`src/hdl/tbs_pkg.sv`:
```
// ----------------------------------------------------------------------------
// tbs_pkg: shared types and constants for the trailing blank stripper
// Holds the store depth, character codes, index types and the command and
// status groups that run between the controller and the datapath.
// ----------------------------------------------------------------------------
package tbs_pkg;

   // Depth of the pending blank store
   localparam int MAX_PENDING = 63;

   // Count holds 0..MAX_PENDING; index addresses 0..MAX_PENDING-1
   localparam int CNT_W = $clog2(MAX_PENDING + 1);
   localparam int IDX_W = (MAX_PENDING > 1) ? $clog2(MAX_PENDING) : 1;

   typedef logic [CNT_W-1:0] cnt_type;
   typedef logic [IDX_W-1:0] idx_type;

   // Character codes
   localparam logic [7:0] CH_SPACE   = 8'h20;
   localparam logic [7:0] CH_TAB     = 8'h09;
   localparam logic [7:0] CH_NEWLINE = 8'h0A;

   // Controller to datapath
   typedef struct packed {
      logic take;         // input item accepted this cycle
      logic emit_now;     // load the input byte as a final result
      logic start_drain;  // read store entry 0, point at entry 1
      logic emit_blank;   // load the blank just read as a result
      logic read_next;    // read the next store entry
      logic emit_final;   // load the held printable byte, close the item
   } cmd_type;

   // Datapath to controller
   typedef struct packed {
      logic is_blank;
      logic is_newline;
      logic count_zero;
      logic more_pending;
      logic line_has_text;
      logic out_free;
   } sts_type;

endpackage

```
`src/hdl/tbs_req_if.sv`:
```
// ----------------------------------------------------------------------------
// tbs_req_if: input channel of the trailing blank stripper
// One text byte per item, valid/ready handshake.
// ----------------------------------------------------------------------------
interface tbs_req_if;
   logic       valid;
   logic       ready;
   logic [7:0] in_byte;

   modport source (output valid, output in_byte, input ready);
   modport sink   (input valid, input in_byte, output ready);
endinterface

```
`src/hdl/tbs_rsp_if.sv`:
```
// ----------------------------------------------------------------------------
// tbs_rsp_if: result channel of the trailing blank stripper
// One cleaned byte per item with last and sticky overflow flags.
// ----------------------------------------------------------------------------
interface tbs_rsp_if;
   logic       valid;
   logic       ready;
   logic [7:0] out_byte;
   logic       last;
   logic       overflowed;

   modport source (output valid, output out_byte, output last, output overflowed,
                   input ready);
   modport sink   (input valid, input out_byte, input last, input overflowed,
                   output ready);
endinterface

```
`src/hdl/tbs_ctrl.sv`:
```
// ----------------------------------------------------------------------------
// tbs_ctrl: sequencing for the trailing blank stripper
// Takes input bytes while idle, then walks the held blanks out one per cycle
// while the output is free and ends with the printable byte that released them.
// ----------------------------------------------------------------------------
module tbs_ctrl (
   input  logic             clock,
   input  logic             reset,
   input  logic             req_valid,
   output logic             req_ready,
   input  tbs_pkg::sts_type sts,
   output tbs_pkg::cmd_type cmd
);

   localparam logic [1:0] ST_IDLE  = 2'd0;
   localparam logic [1:0] ST_DRAIN = 2'd1;
   localparam logic [1:0] ST_FINAL = 2'd2;

   logic [1:0] state_ff;
   logic [1:0] state_in;

   // Next state and commands
   always_comb begin
      state_in  = state_ff;
      cmd       = '0;
      req_ready = 1'b0;
      case (state_ff)
         ST_IDLE: begin
            req_ready = sts.out_free;
            if (req_valid && sts.out_free) begin
               cmd.take = 1'b1;
               if (sts.is_newline) begin
                  cmd.emit_now = sts.line_has_text;
               end else if (!sts.is_blank) begin
                  if (sts.count_zero) begin
                     cmd.emit_now = 1'b1;
                  end else begin
                     cmd.start_drain = 1'b1;
                     state_in        = ST_DRAIN;
                  end
               end
            end
         end
         ST_DRAIN: begin
            if (sts.out_free) begin
               cmd.emit_blank = 1'b1;
               if (sts.more_pending) begin
                  cmd.read_next = 1'b1;
               end else begin
                  state_in = ST_FINAL;
               end
            end
         end
         ST_FINAL: begin
            if (sts.out_free) begin
               cmd.emit_final = 1'b1;
               state_in       = ST_IDLE;
            end
         end
         default: begin
            state_in = ST_IDLE;
         end
      endcase
   end

   always_ff @(posedge clock) begin
      if (reset) begin
         state_ff <= ST_IDLE;
      end else begin
         state_ff <= state_in;
      end
   end

endmodule

```
`src/hdl/tbs_dpath.sv`:
```
// ----------------------------------------------------------------------------
// tbs_dpath: storage and output register for the trailing blank stripper
// Pending blank store, its count and read pointer, line and overflow flags,
// the held printable byte and the result register.
// ----------------------------------------------------------------------------
module tbs_dpath (
   input  logic             clock,
   input  logic             reset,
   input  logic [7:0]       req_in_byte,
   input  tbs_pkg::cmd_type cmd,
   output tbs_pkg::sts_type sts,
   output logic             rsp_valid,
   input  logic             rsp_ready,
   output logic [7:0]       rsp_out_byte,
   output logic             rsp_last,
   output logic             rsp_overflowed
);

   logic                 mem [tbs_pkg::MAX_PENDING];
   logic                 rd_data_ff;
   tbs_pkg::cnt_type     count_ff;
   tbs_pkg::cnt_type     rd_idx_ff;
   logic                 line_text_ff;
   logic                 overflow_ff;
   logic [7:0]           byte_ff;
   logic                 out_valid_ff;
   logic [7:0]           out_byte_ff;
   logic                 out_last_ff;
   logic                 out_ovf_ff;
   logic                 is_blank;
   logic                 is_tab;
   logic                 is_newline;
   logic                 full;
   logic                 wr_en;
   logic                 rd_en;
   tbs_pkg::idx_type     rd_addr;

   // Byte class and store status
   assign is_tab     = (req_in_byte == tbs_pkg::CH_TAB);
   assign is_blank   = (req_in_byte == tbs_pkg::CH_SPACE) || is_tab;
   assign is_newline = (req_in_byte == tbs_pkg::CH_NEWLINE);
   assign full       = (count_ff == tbs_pkg::cnt_type'(tbs_pkg::MAX_PENDING));
   assign wr_en      = cmd.take && is_blank && !full;

   assign sts.is_blank      = is_blank;
   assign sts.is_newline    = is_newline;
   assign sts.count_zero    = (count_ff == '0);
   assign sts.more_pending  = (rd_idx_ff != count_ff);
   assign sts.line_has_text = line_text_ff;
   assign sts.out_free      = !out_valid_ff || rsp_ready;

   // Pending store, one write and one registered read port
   assign rd_en   = cmd.start_drain || cmd.read_next;
   assign rd_addr = cmd.start_drain ? '0 : rd_idx_ff[tbs_pkg::IDX_W-1:0];

   always_ff @(posedge clock) begin
      if (wr_en) begin
         mem[count_ff[tbs_pkg::IDX_W-1:0]] <= is_tab;
      end
      if (rd_en) begin
         rd_data_ff <= mem[rd_addr];
      end
   end

   // Read pointer and held printable byte
   always_ff @(posedge clock) begin
      if (cmd.start_drain) begin
         rd_idx_ff <= tbs_pkg::cnt_type'(1);
      end else if (cmd.read_next) begin
         rd_idx_ff <= rd_idx_ff + tbs_pkg::cnt_type'(1);
      end
      if (cmd.take) begin
         byte_ff <= req_in_byte;
      end
   end

   // Count, line and overflow flags
   always_ff @(posedge clock) begin
      if (reset) begin
         count_ff     <= '0;
         line_text_ff <= 1'b0;
         overflow_ff  <= 1'b0;
      end else begin
         if (cmd.take && is_blank) begin
            if (full) begin
               overflow_ff <= 1'b1;
            end else begin
               count_ff <= count_ff + tbs_pkg::cnt_type'(1);
            end
         end else if (cmd.take && is_newline) begin
            count_ff     <= '0;
            line_text_ff <= 1'b0;
         end else if (cmd.take && cmd.emit_now) begin
            line_text_ff <= 1'b1;
         end
         if (cmd.emit_final) begin
            count_ff     <= '0;
            line_text_ff <= 1'b1;
         end
      end
   end

   // Result register
   always_ff @(posedge clock) begin
      if (reset) begin
         out_valid_ff <= 1'b0;
      end else if (cmd.emit_now || cmd.emit_blank || cmd.emit_final) begin
         out_valid_ff <= 1'b1;
      end else if (rsp_ready) begin
         out_valid_ff <= 1'b0;
      end
   end

   always_ff @(posedge clock) begin
      if (cmd.emit_now) begin
         out_byte_ff <= req_in_byte;
         out_last_ff <= 1'b1;
         out_ovf_ff  <= overflow_ff;
      end else if (cmd.emit_blank) begin
         out_byte_ff <= rd_data_ff ? tbs_pkg::CH_TAB : tbs_pkg::CH_SPACE;
         out_last_ff <= 1'b0;
         out_ovf_ff  <= overflow_ff;
      end else if (cmd.emit_final) begin
         out_byte_ff <= byte_ff;
         out_last_ff <= 1'b1;
         out_ovf_ff  <= overflow_ff;
      end
   end

   assign rsp_valid      = out_valid_ff;
   assign rsp_out_byte   = out_byte_ff;
   assign rsp_last       = out_last_ff;
   assign rsp_overflowed = out_ovf_ff;

endmodule

```
`src/hdl/trailing_blank_stripper.sv`:
```
// A printable byte with no blanks held, or a newline ending a line with text, is loaded
// into the result register when accepted. A printable byte after N held blanks gives N+1
// results, one per cycle while the output is free: store entry 0 is read at acceptance,
// then each blank and last the printable byte is loaded; input is held off meanwhile.
// Reset (synchronous) empties the store count, clears line and overflow flags and the
// result valid flag; store contents are not cleared.
// ----------------------------------------------------------------------------
// trailing_blank_stripper: removes trailing blanks and blank lines
// Top level joining the sequencing controller and the blank store datapath.
// ----------------------------------------------------------------------------
module trailing_blank_stripper (
   input logic      clock,
   input logic      reset,
   tbs_req_if.sink  req_bus,
   tbs_rsp_if.source rsp_bus
);

   tbs_pkg::cmd_type cmd;
   tbs_pkg::sts_type sts;

   tbs_ctrl u_ctrl (
      .clock     (clock),
      .reset     (reset),
      .req_valid (req_bus.valid),
      .req_ready (req_bus.ready),
      .sts       (sts),
      .cmd       (cmd)
   );

   tbs_dpath u_dpath (
      .clock          (clock),
      .reset          (reset),
      .req_in_byte    (req_bus.in_byte),
      .cmd            (cmd),
      .sts            (sts),
      .rsp_valid      (rsp_bus.valid),
      .rsp_ready      (rsp_bus.ready),
      .rsp_out_byte   (rsp_bus.out_byte),
      .rsp_last       (rsp_bus.last),
      .rsp_overflowed (rsp_bus.overflowed)
   );

   // Only one source loads the result register at a time
   assert property (@(posedge clock) disable iff (reset)
      $onehot0({cmd.emit_now, cmd.emit_blank, cmd.emit_final}))
      else $error("more than one result load in a cycle");

   // Draining only happens with blanks held
   assert property (@(posedge clock) disable iff (reset)
      (cmd.emit_blank || cmd.start_drain) |-> !sts.count_zero)
      else $error("drain with empty store");

   // A newline always empties the store
   assert property (@(posedge clock) disable iff (reset)
      (cmd.take && sts.is_newline) |=> sts.count_zero)
      else $error("store not emptied by newline");

   // Closing a drained item leaves the line marked as having text
   assert property (@(posedge clock) disable iff (reset)
      cmd.emit_final |=> (sts.line_has_text && sts.count_zero))
      else $error("line state wrong after drain");

endmodule
```
`src/flat_wrapper.sv`:
```
// flat-port wrapper written by rule: the top's interface ports become plain ports
module trailing_blank_stripper_flat 
  (clock, reset, req_bus_valid, req_bus_in_byte, req_bus_ready, rsp_bus_valid, rsp_bus_out_byte, rsp_bus_last, rsp_bus_overflowed, rsp_bus_ready);
  tbs_req_if req_bus_i ();
  tbs_rsp_if rsp_bus_i ();
  input logic clock;
  input logic reset;
  input wire logic [$bits(req_bus_i.valid)-1:0] req_bus_valid;
  input wire logic [$bits(req_bus_i.in_byte)-1:0] req_bus_in_byte;
  output wire logic [$bits(req_bus_i.ready)-1:0] req_bus_ready;
  output wire logic [$bits(rsp_bus_i.valid)-1:0] rsp_bus_valid;
  output wire logic [$bits(rsp_bus_i.out_byte)-1:0] rsp_bus_out_byte;
  output wire logic [$bits(rsp_bus_i.last)-1:0] rsp_bus_last;
  output wire logic [$bits(rsp_bus_i.overflowed)-1:0] rsp_bus_overflowed;
  input wire logic [$bits(rsp_bus_i.ready)-1:0] rsp_bus_ready;
  assign req_bus_i.valid = req_bus_valid;
  assign req_bus_i.in_byte = req_bus_in_byte;
  assign req_bus_ready = req_bus_i.ready;
  assign rsp_bus_valid = rsp_bus_i.valid;
  assign rsp_bus_out_byte = rsp_bus_i.out_byte;
  assign rsp_bus_last = rsp_bus_i.last;
  assign rsp_bus_overflowed = rsp_bus_i.overflowed;
  assign rsp_bus_i.ready = rsp_bus_ready;
  trailing_blank_stripper u_core (.clock(clock), .reset(reset), .req_bus(req_bus_i), .rsp_bus(rsp_bus_i));
endmodule
```
`config.mk`:
```
export PLATFORM = sky130hd
export DESIGN_NAME = trailing_blank_stripper_flat
export DESIGN_NICKNAME = d
export VERILOG_FILES = /design/src/hdl/tbs_pkg.sv /design/src/hdl/tbs_req_if.sv /design/src/hdl/tbs_rsp_if.sv /design/src/hdl/tbs_ctrl.sv /design/src/hdl/tbs_dpath.sv /design/src/hdl/trailing_blank_stripper.sv /design/src/flat_wrapper.sv
export SDC_FILE = /design/constraint.sdc
export NUM_CORES = 1
export LEC_CHECK = 0
export BUFFER_PORTS_ARGS = -buffer_cell sky130_fd_sc_hd__buf_2
export CAP_MARGIN = 20
export CORE_AREA = 8 8 112 114
export CTS_CLUSTER_SIZE = 14
export DETAILED_ROUTE_END_ITERATION = 8
export DIE_AREA = 0 0 120 122
export RECOVER_POWER = 50
export SYNTH_ARGS = -nofsm -noshare
export SYNTH_HDL_FRONTEND = slang
export SYNTH_SLANG_ARGS = --single-unit
```
`constraint.sdc`:
```
create_clock -name clock -period 5.3 [get_ports clock]
set_input_delay 0.265 -clock clock [delete_from_list [all_inputs] [get_ports clock]]
set_output_delay 0.265 -clock clock [all_outputs]
set_load 0.03 [all_outputs]
```
* Yosys cells after proc, flatten, opt, wreduce, memory -nomap -nowiden
Memories as Yosys holds them, arrays and structs flattened. A register that Yosys moved wholly into a read port is not among the register bits.
Cells that the tools add are included.
** Word-level totals
- Memories kept :: 1
- Bits in registers :: 35
- Logic and storage cells :: 95
- Memory bits (writable) :: 63
- Input port bits :: 12
- Output and inout port bits :: 12
** Memories
- u_core.u_dpath.mem :: depth 63, width 1, rd ports 1, clocked after Yosys merged registers in 1, wr ports 1, RTL line tbs_dpath.sv:19 : logic mem [tbs_pkg::MAX_PENDING];
** Operators by class
- Equal/unequal tests :: 16
- Muxes and demuxes :: 42
- Reductions and logical operators :: 24
- $add $sub $neg :: 2
** Operator list (number)
- $mux W6 :: 5
- $mux W8 :: 3
- $mux W1 :: 21
- $mux W2 :: 10
- $ne A2 B2 Y1 const B :: 9
- $eq A8 B4 Y1 const B :: 2
- $add A6 B1 Y6 const B :: 2
- $eq A8 B6 Y1 const B :: 1
- $reduce_and A7 Y1 :: 1
- $eq A6 B6 Y1 const B :: 1
- $logic_not A6 Y1 :: 1
- $mux W3 :: 2
- $ne A6 B6 Y1 :: 1
- $pmux W2 S3 :: 1
- $reduce_and A2 Y1 :: 3
- $reduce_bool A2 Y1 :: 3
- $reduce_bool A3 Y1 :: 2
- $logic_and A1 B1 Y1 :: 5
- $logic_or A1 B1 Y1 :: 5
- $eq A2 B1 Y1 const B :: 1
- $eq A2 B2 Y1 const B :: 1
- $logic_not A1 Y1 :: 2
- $logic_not A2 Y1 :: 1
- $reduce_or A2 Y1 :: 1

* Logic depth before layout (Yosys ltp)
Gate-level depths: netlist (run 1).
- Word-level depth :: 11
- Mapped depth :: 9
- Depth with buffers taken out :: 7

* By module
Synthesis (run 1) repeated with hierarchy kept, for this count alone.
** Second synthesis, totals
- Cell total of the unflattened synthesis :: 416
- Area, all modules :: 4749.6 sq um
** By module, submodules not included
- tbs_dpath :: times used 1, area each 4591.9 sq um, cells each 395
- tbs_ctrl :: times used 1, area each 157.7 sq um, cells each 21

* Worst setup path after synthesis (run 1)
No wires, ideal clock.
- Kind :: in2reg
- From :: input req_bus_in_byte[2]
- To :: memory u_core.u_dpath.mem[0] (data pin)
- Setup slack :: 1354 ps
- Buffers on the path :: 0
- Arrival time :: 3272 ps
- Stages on the path :: 2
- Path through :: or4_4 > nor3_1
** Between the ends
- Word-level cells in the longest chain between the ends :: 1
** Ends and longest elaborated chain
- start: declaration :: RTL line flat_wrapper.sv:9 : input wire logic [$bits(req_bus_i.in_byte)-1:0] req_bus_in_byte;
- $eq A8 B4 Y1 :: RTL line tbs_dpath.sv:39 : assign is_tab = (req_in_byte == tbs_pkg::CH_TAB);
- via u_core.u_dpath.is_tab :: RTL line tbs_dpath.sv:31 : logic is_tab;
- end: declaration :: RTL line tbs_dpath.sv:19
The timed path passes the listed nets, and every way through them passes these cells.

* Worst setup path in the final report (run 1)
- From :: register u_core.u_dpath.rd_idx_ff[1]
- To :: register u_core.u_dpath.rd_data_ff, read port of u_core.u_dpath.mem (data pin)
** Between the ends
- Word-level cells in the longest chain between the ends :: 5
- Elaborated cells between the ends (all ways) :: 6
** Ends and longest elaborated chain
- start: declaration :: RTL line tbs_dpath.sv:22 : tbs_pkg::cnt_type rd_idx_ff;
- start signal: assignment :: RTL line tbs_dpath.sv:68 : rd_idx_ff <= tbs_pkg::cnt_type'(1);
- start signal: assignment :: RTL line tbs_dpath.sv:70 : rd_idx_ff <= rd_idx_ff + tbs_pkg::cnt_type'(1);
- $ne A6 B6 Y1 :: RTL line tbs_dpath.sv:48 : assign sts.more_pending = (rd_idx_ff != count_ff);
- $mux W1 :: RTL line tbs_ctrl.sv:47 : if (sts.more_pending) begin
- $mux W2 :: RTL line tbs_ctrl.sv:45 : if (sts.out_free) begin
- $mux W2 :: RTL line tbs_ctrl.sv:27 : case (state_ff)
- $logic_or A1 B1 Y1 :: RTL line tbs_dpath.sv:53 : assign rd_en = cmd.start_drain || cmd.read_next;
- end: declaration :: RTL line tbs_dpath.sv:20 : logic rd_data_ff;
Parallel ways exist; a longest one is shown, timed or not.
A chain may end at the register's enable or synchronous reset.

==> flow_results.org, run 1 <==
** Yosys
- Post-synthesis area per instance :: 11.9 um2
- In the synthesized netlist the dominant register cell turns out to be edfxtp_1.
- Main combinational cell family by area after synthesis :: simple AND/OR/NAND/NOR gates
- Net count after synthesis :: around 410
- Sequential cell area fraction in the yosys report :: 0.599
- Counting flops and latches in the post-synthesis netlist gives ~100.
- Area fraction in and, or, nand and nor cells after synthesis :: 0.197
- Synth Area in Compound Gates :: 0.0655
- Of the total synthesized cell area, the portion taken by full adders, half adders and majority gates is 0.00806.
- For this run, the number of Yosys warnings is 0.
- Post-synthesis instance total :: between 300 and 400
- Cell with the most instances after synthesis :: nor2_1
- After synthesis, the share of flip-flops with an asynchronous set or reset is 0.
- Unique cell type count in the Yosys netlist :: 59
- The mapped netlist covers approximately 4700 um2.
- Xor and xnor area share after synthesis :: 0.0263
- By area the synthesized netlist is led by edfxtp_1, dfxtp_1, nor2_1, mux4_2, mux2i_1.
- Leading cell types by count after synthesis :: nor2_1, edfxtp_1, nand2_1
- Of the post-synthesis cell area, the dominant cell type holds 0.522.
- Biggest area consumer among synthesized cells :: edfxtp_1
- Share of cell area taken by muxes after synthesis :: 0.0771
- The synthesized design contains 81 enable-type register cells.

** STA
- Timing would allow up to 0.326 GHz.
- Measured against its own limit, the worst slew margin works out to -0.538.
- Endpoints failing hold :: 0
- Setup violations remaining at the end of the flow were counted as 0.
- Actual transition at the worst max-transition pin :: approximately 2.3 ns
- Setup repair after global routing missed its margin :: false
- Between clock sinks in the finished design, the worst skew comes to 0.0146 ns.
- Adding up every negative setup slack in the final design gives 0 ns.
- Final worst path period share :: 0.578
- Minimum clock period after layout :: a little over 3 ns
- The number of slew-limit violations in the final report was between 60 and 70.

** Clock network
- The tree built by TritonCTS fans out to 99 sinks.
- TritonCTS built the clock tree.
- No sink is reached through more buffers than the 2 on the longest clock path.
- Count of hold-fix buffers inserted at cts :: 0
- Number of instances resized during post-cts repair :: 0
- Worst-Skew Late Latency :: between 0.3 and 0.4 ns
- After clock tree synthesis, the clock-pin slew on the worst setup and hold paths is 0.10 ns.
- CTS buffer count :: 9
- The number of setup buffers added after CTS is 0.
- The root buffer cell chosen for the clock tree is clkbuf_8.
- The H-tree was split into 3 levels.

** Job
- Maximum Capacitance Violations :: 1

** Setup path
- RR Startpoint :: u_core.u_dpath.rd_idx_ff[1]
- Cell chain of the critical path :: clkbuf_1 -> mux4_2 -> nor2b_1 -> a2111oi_0 -> a31oi_1 -> nand3_1 -> a211oi_1
- Worst Path Arrival :: 3.18 ns
- STA puts the critical path data required time at 5.42 ns.
- Maximum fanout along the worst path :: 23
- In this run the worst setup path begins at u_core.u_dpath.rd_idx_ff[1].
- Startpoint class of the critical path :: flop
- In this design, the stage delay of the slowest critical-path cell is 1.03 ns.
- Slowest CP cell :: clkbuf_1
- Worst Path Class, Setup :: flop to flop
- STA classifies the critical path endpoint as a flop.

** Power
- Max IR drop VDD :: 138 uV
- Pwr dens :: between 200 and 300 nW/um2
- The analysis attributes to cell leakage a power of about 1.5 nW.

** Route
- Final wirelength :: between 9 and 10 mm
- Number of antenna-violating nets in the routed design :: 0
- Per-cell via count in the routed design :: between 5 and 6
- For this run, the detailed router's first-pass iteration total came to 5.
- For this run, design rule violations remaining after detail routing come to 0.
- Wire length per cell after detailed routing :: 17.6 um
- The first routing iteration left around 250 violations.
- The routed layout has roughly 3000 vias.

** Hold path
- Launch point of the worst hold path :: reset
- The tightest min-delay check is of the primary input to flop type.

** GRT
- Vias in the first global route :: 2851
- First-pass GRT wire length :: ~16 mm
- Largest net degree at the start of global routing :: between 60 and 70
- Number of antenna violations at the first check in global routing :: 0
- Overall global routing resource usage :: 0.137
- Aggregate global routing overflow :: 0

** Finish
- At the end of the flow the core is filled with cells to 0.470.
- Of the cells placed in the final design, the portion with a size suffix greater than 1 is 0.104.
- Number of nets in the finished design :: around 420
- The number of antenna diodes in the final layout is 0.
- Relative to the synthesized area, the layout overhead comes to 7.98%.

** Status
- Violations in the final reports :: capacitance limit, slew limit
- Outcome :: complete, but fails checks

** Floorplan
- In this run the core area contains 38 standard-cell rows.
- Vertical die dimension :: roughly 120 um
- The floorplan step set the die width to about 120 um.
- Top-level port count :: 24
- The die covers roughly 15000 um2.
- Effective utilization at floorplan :: 0.436
- The floorplan step defined a core boundary enclosing ~11000 um2.

** Placement
- Detailed placement ended at an HPWL of between 6 and 7 mm.
- Routability-driven placement finished with a final weighted congestion of approximately 0.8.
- In this run the tool buffered the top-level ports with 23 buffer cells.
worst paths after layout:
check	cells after the start	endpoint	slack, ns
max	7	u_core.u_dpath.rd_data_ff	2.24
min	2	u_core.u_dpath.rsp_valid	0.17
max reg2reg	7	u_core.u_dpath.rd_data_ff	2.24
min reg2reg	0	u_core.u_dpath.rsp_overflowed	0.47
area by class of cell:
cell class | instances | area (um2)
fill | 989 | 5670
sequential | 99 | 2790
multi-input combinational | 265 | 1730
tap | 140 | 175
clock buffer | 10 | 128
timing repair buffer | 27 | 113
clock inverter | 6 | 71.3
inverter | 6 | 22.5
worst max-delay path, delay by kind of cell (launching register included):
kind	cells	cell delay, ns
DFF	1	0.33
buffers and inverters	1	1.03
muxes	1	0.65
and+or+nand+nor	2	0.24
AOI/OAI and AO/OA	3	0.55
routing by layer:
| layer | part of all wire | wire [um] | global-route usage | vias to the layer above |
|---|---|---|---|---|
| met1 | 0.47 | 4560 | 0.188 | 1460 |
| met5 | 0 | 0 | 0 | - |
| met3 | 0.061 | 589 | 0.0305 | 8 |
| li1 | - | - | - | 1458 |
| met2 | 0.46 | 4470 | 0.205 | 73 |
| met4 | 0.011 | 106 | 0.0539 | 0 |
layout by cell type, fill, tap and decap left out, types with 3 or more instances in the layout:
cell,n
ha_1,3
xor2_1,9
dfxtp_1,18
nand3_1,15
mux2i_1,10
a211oi_1,3
nand2_4,4
nor3_1,10
nor2b_1,10
xnor2_1,5
or3_1,4
nor2_1,89
nand2_1,22
o21ai_0,6
buf_2,3
a21oi_1,10
clkbuf_1,23
inv_1,6
nor4_1,3
clkbuf_8,9
a31oi_1,3
and2_1,3
and3_1,3
nand4_1,4
mux4_2,11
edfxtp_1,81
stage by stage:
step           cell area, um2  hold slack [ns]  instances  power (mW)  setup WS, ns
2_1_floorplan            4660            0.364        393       0.912          1.35
3_3_place_gp             4880            0.452        537       0.933          2.61
3_5_place_dp             4880            0.451        537       0.934          2.55
4_1_cts                  5080            0.106        553        1.42          2.63
5_1_grt                  5030            0.170        553        1.45          1.85
6_report                 5030            0.166        553        1.41          2.24
state kept, by name, indices dropped and copies added, names as in the netlist, 2 cells and up:
register,flops
u_core.u_dpath.mem,63
u_core.u_dpath.byte_ff,8
u_core.u_dpath.rsp_out_byte,8
u_core.u_dpath.count_ff,6
u_core.u_dpath.rd_idx_ff,6
u_core.u_ctrl.state_ff,2
cell families (layout without fill, tap and decap cells):
| logic type | after synthesis | in the layout |
|---|---|---|
| buf+inv | 29 | 49 |
| simple gates | 182 | 182 |
| flops | 99 | 99 |
| compound gates | 44 | 44 |
| fa+ha+maj | 3 | 3 |
| xor+xnor | 14 | 14 |
| mux | 22 | 22 |
power by group:
part / internal, mW / leakage, nW / switching [mW]
clock: 0.224 / 0.100 / 0.269
sequential: 0.845 / 0.775 / 0.00299
combinational: 0.0188 / 0.628 / 0.0457
total: 1.09 / 1.50 / 0.318
(Power assumes the default switching activity.)
==> run 2: changes to the inputs <==
--- a/config.mk
+++ b/config.mk
@@ -5,12 +5,13 @@
 export SDC_FILE = /design/constraint.sdc
 export NUM_CORES = 1
 export LEC_CHECK = 0
+export ABC_AREA = 1
 export BUFFER_PORTS_ARGS = -buffer_cell sky130_fd_sc_hd__buf_2
 export CAP_MARGIN = 20
-export CORE_AREA = 8 8 112 114
+export CORE_AREA = 8 8 115 117
 export CTS_CLUSTER_SIZE = 14
 export DETAILED_ROUTE_END_ITERATION = 8
-export DIE_AREA = 0 0 120 122
+export DIE_AREA = 0 0 123 125
 export RECOVER_POWER = 50
 export SYNTH_ARGS = -nofsm -noshare
 export SYNTH_HDL_FRONTEND = slang
==> constraint.sdc (replaced) <==
create_clock -name clock -period 2.65 [get_ports clock]
set_input_delay 0.1325 -clock clock [delete_from_list [all_inputs] [get_ports clock]]
set_output_delay 0.1325 -clock clock [all_outputs]
set_load 0.03 [all_outputs]
==> run 2 against run 1 <==
Effect of this change: the flow now finishes without violations; sequential cell count is the same; power rose by 120%; combinational power increased by 66%; first-iteration DRC count is 30% higher; hold slack worse by 0.13 ns; die area up 5.0%; cell count rose by 32%; wire length grew 22%; clock power grew to 2.7 times the previous value; final area up 9.9%; register-to-register slack got worse by 2.1 ns; largest cell class unchanged.
==> flow_results.org, run 2 <==
** GRT
- The via count of the first global-routing pass came to approximately 3500.
- The first global-routing pass estimated roughly 19 mm of wire.
- Number of antenna violations at the first check in global routing :: 0
- Overall global routing resource usage :: 0.160
- For this run the aggregate overflow at the end of global routing stands at 0.
- Entering global routing, the biggest net connects 64 pins.

** Yosys
- Leading cell types by count after synthesis :: nor2_1, edfxtp_1, nand2_1
- EDFF count, synth :: 81
- Share of cell area taken by muxes after synthesis :: 0
- Synthesis produced a netlist whose cell count is 541.
- Xor and xnor area share after synthesis :: 0
- Of the total synthesized cell area, the portion taken by AND, OR, NAND and NOR gates is 0.284.
- Flop and latch count out of synthesis :: between 90 and 100
- nor2_1 is the most common cell in the netlist.
- When the netlist entered floorplanning its net count stood at 556.
- Biggest area consumer among synthesized cells :: edfxtp_1
- Of the total synthesized cell area, the portion taken by full adders, half adders and majority gates is 0.00760.
- For this run, asynchronously set or reset flops after synthesis account for 0.
- For this run, the leading register cell type out of synthesis is edfxtp_1.
- Unique cell type count in the Yosys netlist :: 42
- Main combinational cell family by area after synthesis :: simple AND/OR/NAND/NOR gates
- Post-synth design cell area :: roughly 4900 um2
- Cell types occupying the most area after synthesis :: edfxtp_1, nor2_1, dfxtp_1, nand3_1, nand2_1
- Area share of the leading cell type in the synthesized netlist :: 0.493
- A synthesized cell averages slightly above 9 um2.
- For this run, the number of Yosys warnings is 0.
- Sequential cell area fraction in the yosys report :: 0.565
- The complex-gate fraction of the synthesized area came to 0.0583.

** Clock network
- CTS Sinks :: 99
- Buffers inserted during clock tree synthesis total 9.
- In this run the number of H-tree levels came out at 3.
- The later pin in the worst-skew pair is clocked with a latency of 0.34 ns.
- TritonCTS built the clock tree.
- In this run the clock root is driven by a clkbuf_16.
- Clock-pin slew was measured on the worst setup and hold paths at around 0.070 ns.
- Maximum count of clock buffers along a single path :: 2

** Setup path
- By instance count, the cell type seen most on the critical path is nand3_1.
- STA classifies the critical path endpoint as a flop.
- The largest single stage delay on the critical path is 0.44 ns.
- The critical path goes through inv_1 -> ha_1 -> nand4_4 -> nand2_1 -> nor2_2 -> nand2_4 -> nand2_8 -> inv_1 -> nand3_1 -> nand3_1 -> nand3_1 -> nand3_1 -> nand3_1 -> nand2_1.
- In this run the critical register-to-register path is launched from u_core.u_dpath.count_ff[1].
- Worst Path Class, Setup :: flop to flop
- Startpoint class of the critical path :: flop
- Origin of the worst setup path :: u_core.u_dpath.count_ff[1]
- Data required, critical path :: between 2 and 3 ns
- The largest individual stage delay along the critical path comes from the cell dfxtp_1.
- Worst Path Arrival :: approximately 2.6 ns
- Maximum fanout along the worst path :: 17

** Finish
- For this run, the share of the core covered by cells in the final layout is 0.476.
- The number of antenna diodes in the final layout is 0.
- Number of nets in the finished design :: between 500 and 600
- Number of flip-flops in the largest register :: 63
- Area growth syn-to-layout :: 12.0%
- The finished layout holds between 700 and 800 standard cells, fillers aside.
- Fraction of layout cells with a size suffix above 1 :: 0.0978
- Leaving out fill and tap cells, the most frequent cell in the layout is nor2_1.
- Top library cells by usage in the layout, fill and taps aside :: nor2_1, edfxtp_1, inv_1, nand2_1, nand3_1

** STA
- The routed design could run at a clock period as short as between 2 and 2.5 ns.
- The worst pin sits at a relative slew slack of 0.267.
- Between clock sinks in the finished design, the worst skew comes to 0.00760 ns.
- Final setup vio count :: 0
- The number of slew-limit violations in the final report came to 0.
- The total count of hold-check failures in the final report is 0.
- Setup TNS after final layout :: 0 ns
- Final worst path period share :: 0.943
- For this run, the top clock speed supported by timing is approximately 0.4 GHz.
- For the pin with the worst max-slew slack, the measured transition is approximately 1.1 ns.
- Setup repair after global routing missed its margin :: false

** Power
- For this design the ratio of total power to cell area is between 500 and 600 nW/um2.
- The analysis attributes to cell leakage a power of around 2.1 nW.
- For this design the total switching power over the nets is about 0.66 mW.
- The share of total power dissipated in the clock network is 0.420.
- Sequential group share of total power :: 0.545
- Max IR drop VDD :: approximately 270 uV
- Pint :: roughly 2.5 mW
- Of the total power, combinational logic draws 0.035.
- Switching share of total power :: 0.211

** Status
- The run finished with clean final reports.

** Placement
- Port buffering added 23 buffers.
- HPWL after detailed placement :: ~7.9 mm
- Placer's final routability congestion estimate :: 0.870
- Number of placed instances with taps included :: 706

** Route
- The routed design uses roughly 730 um of met3 wire.
- The detailed router finished its first iteration with 321 violations.
- Final wirelength :: 11.9 mm
- Number of antenna-violating nets in the routed design :: 0
- Detailed-routing iteration count for the pre-antenna-repair pass :: 5
- Met2 wire length :: ~5.7 mm
- Wire length per cell after detailed routing :: 16.3 um
- Per-cell via count in the routed design :: 5.19
- Number of remaining DRC errors :: 0
- Routed via count :: ~3800
- Highest Signal Layer :: met4
- In the final routing, the length of wire on met1 measures roughly 5.3 mm.

** Hold path
- In this run the worst hold path is classified as primary input to flop.
- Launch point of the worst hold path :: reset

** Job
- Max-cap violations in this run came to 0.

** Floorplan
- Placeable core region :: 11600 um2
- The die is 123 um wide.
- Row generation in the floorplan step produced 40 rows.
- The floorplan step set the die height to 125 um.
- Top-level port count :: 24
- For this configuration, the core starts out at a cell density of 0.425.
- The floorplan step defined a die boundary enclosing approximately 15000 um2.
==> run 2: logic make-up (layout without fill, tap and decap cells) <==
family,count (synthesis),count (layout)
and+or+nand+nor,299,299
DFF,99,99
buffers and inverters,94,136
AOI/OAI and AO/OA,46,46
adders and majority gates,3,3
==> run 2: area by class of cell <==
cell class | count | area [um2]
fill | 1118 | 6080
sequential | 99 | 2790
multi-input combinational | 348 | 1740
inverter | 83 | 317
clock buffer | 12 | 236
timing repair buffer | 37 | 209
tap | 147 | 184
clock inverter | 4 | 51.3
==> run 2: worst paths after layout <==
path                                                      end  slack, ns  depth (start not counted)
worst max register to register      u_core.u_dpath.rd_data_ff       0.15                         14
worst max-delay path                u_core.u_dpath.rd_data_ff       0.15                         14
worst min register to register  u_core.u_dpath.rsp_overflowed       0.46                          0
worst min-delay path                u_core.u_ctrl.state_ff[1]       0.03                          2
==> run 2: per-stage QoR <==
stage	cell area [um2]	hold WS [ns]	total power, mW	setup slack [ns]
floorplan	4940	0.202	1.80	0.532
global placement	5180	0.325	1.83	0.266
detailed placement	5180	0.328	1.84	0.139
CTS	5530	0.00646	3.13	0.116
global route	5530	0.0566	3.19	0.00275
finish	5530	0.0328	3.11	0.152
==> run 2: timing repair <==
| item | 4_1_cts | 5_1_grt |
|---|---|---|
| endpoints found under the hold margin | 6 | 0 |
| hold buffers | 6 | 0 |
| setup buffers | 0 | 2 |
| endpoints found under the setup margin | 0 | 22 |
| gates resized for setup | 0 | 3 |
==> run 2: worst max-delay path: cells and delay by family, from the launching register on <==
kind                       cells  cell delay (ns)
and+or+nand+nor               11             1.25
DFF                            1             0.44
buffers and inverters          2             0.30
adders and majority gates      1             0.24
==> run 2: routing by layer <==
metal / vias up / GRT usage
met5: - / 0
met4: 0 / 0.0454
met3: 10 / 0.0365
met2: 87 / 0.255
met1: 1834 / 0.211
li1: 1859 / -
==> run 2: power by group through the flow <==
stage	logic (mW)	clock network (mW)	registers, mW
final	0.107	1.31	1.69
after global routing	0.119	1.38	1.70
after CTS	0.114	1.32	1.69
after detailed placement	0.107	0	1.73
after global placement	0.104	0	1.73
after floorplan	0.0443	0	1.75
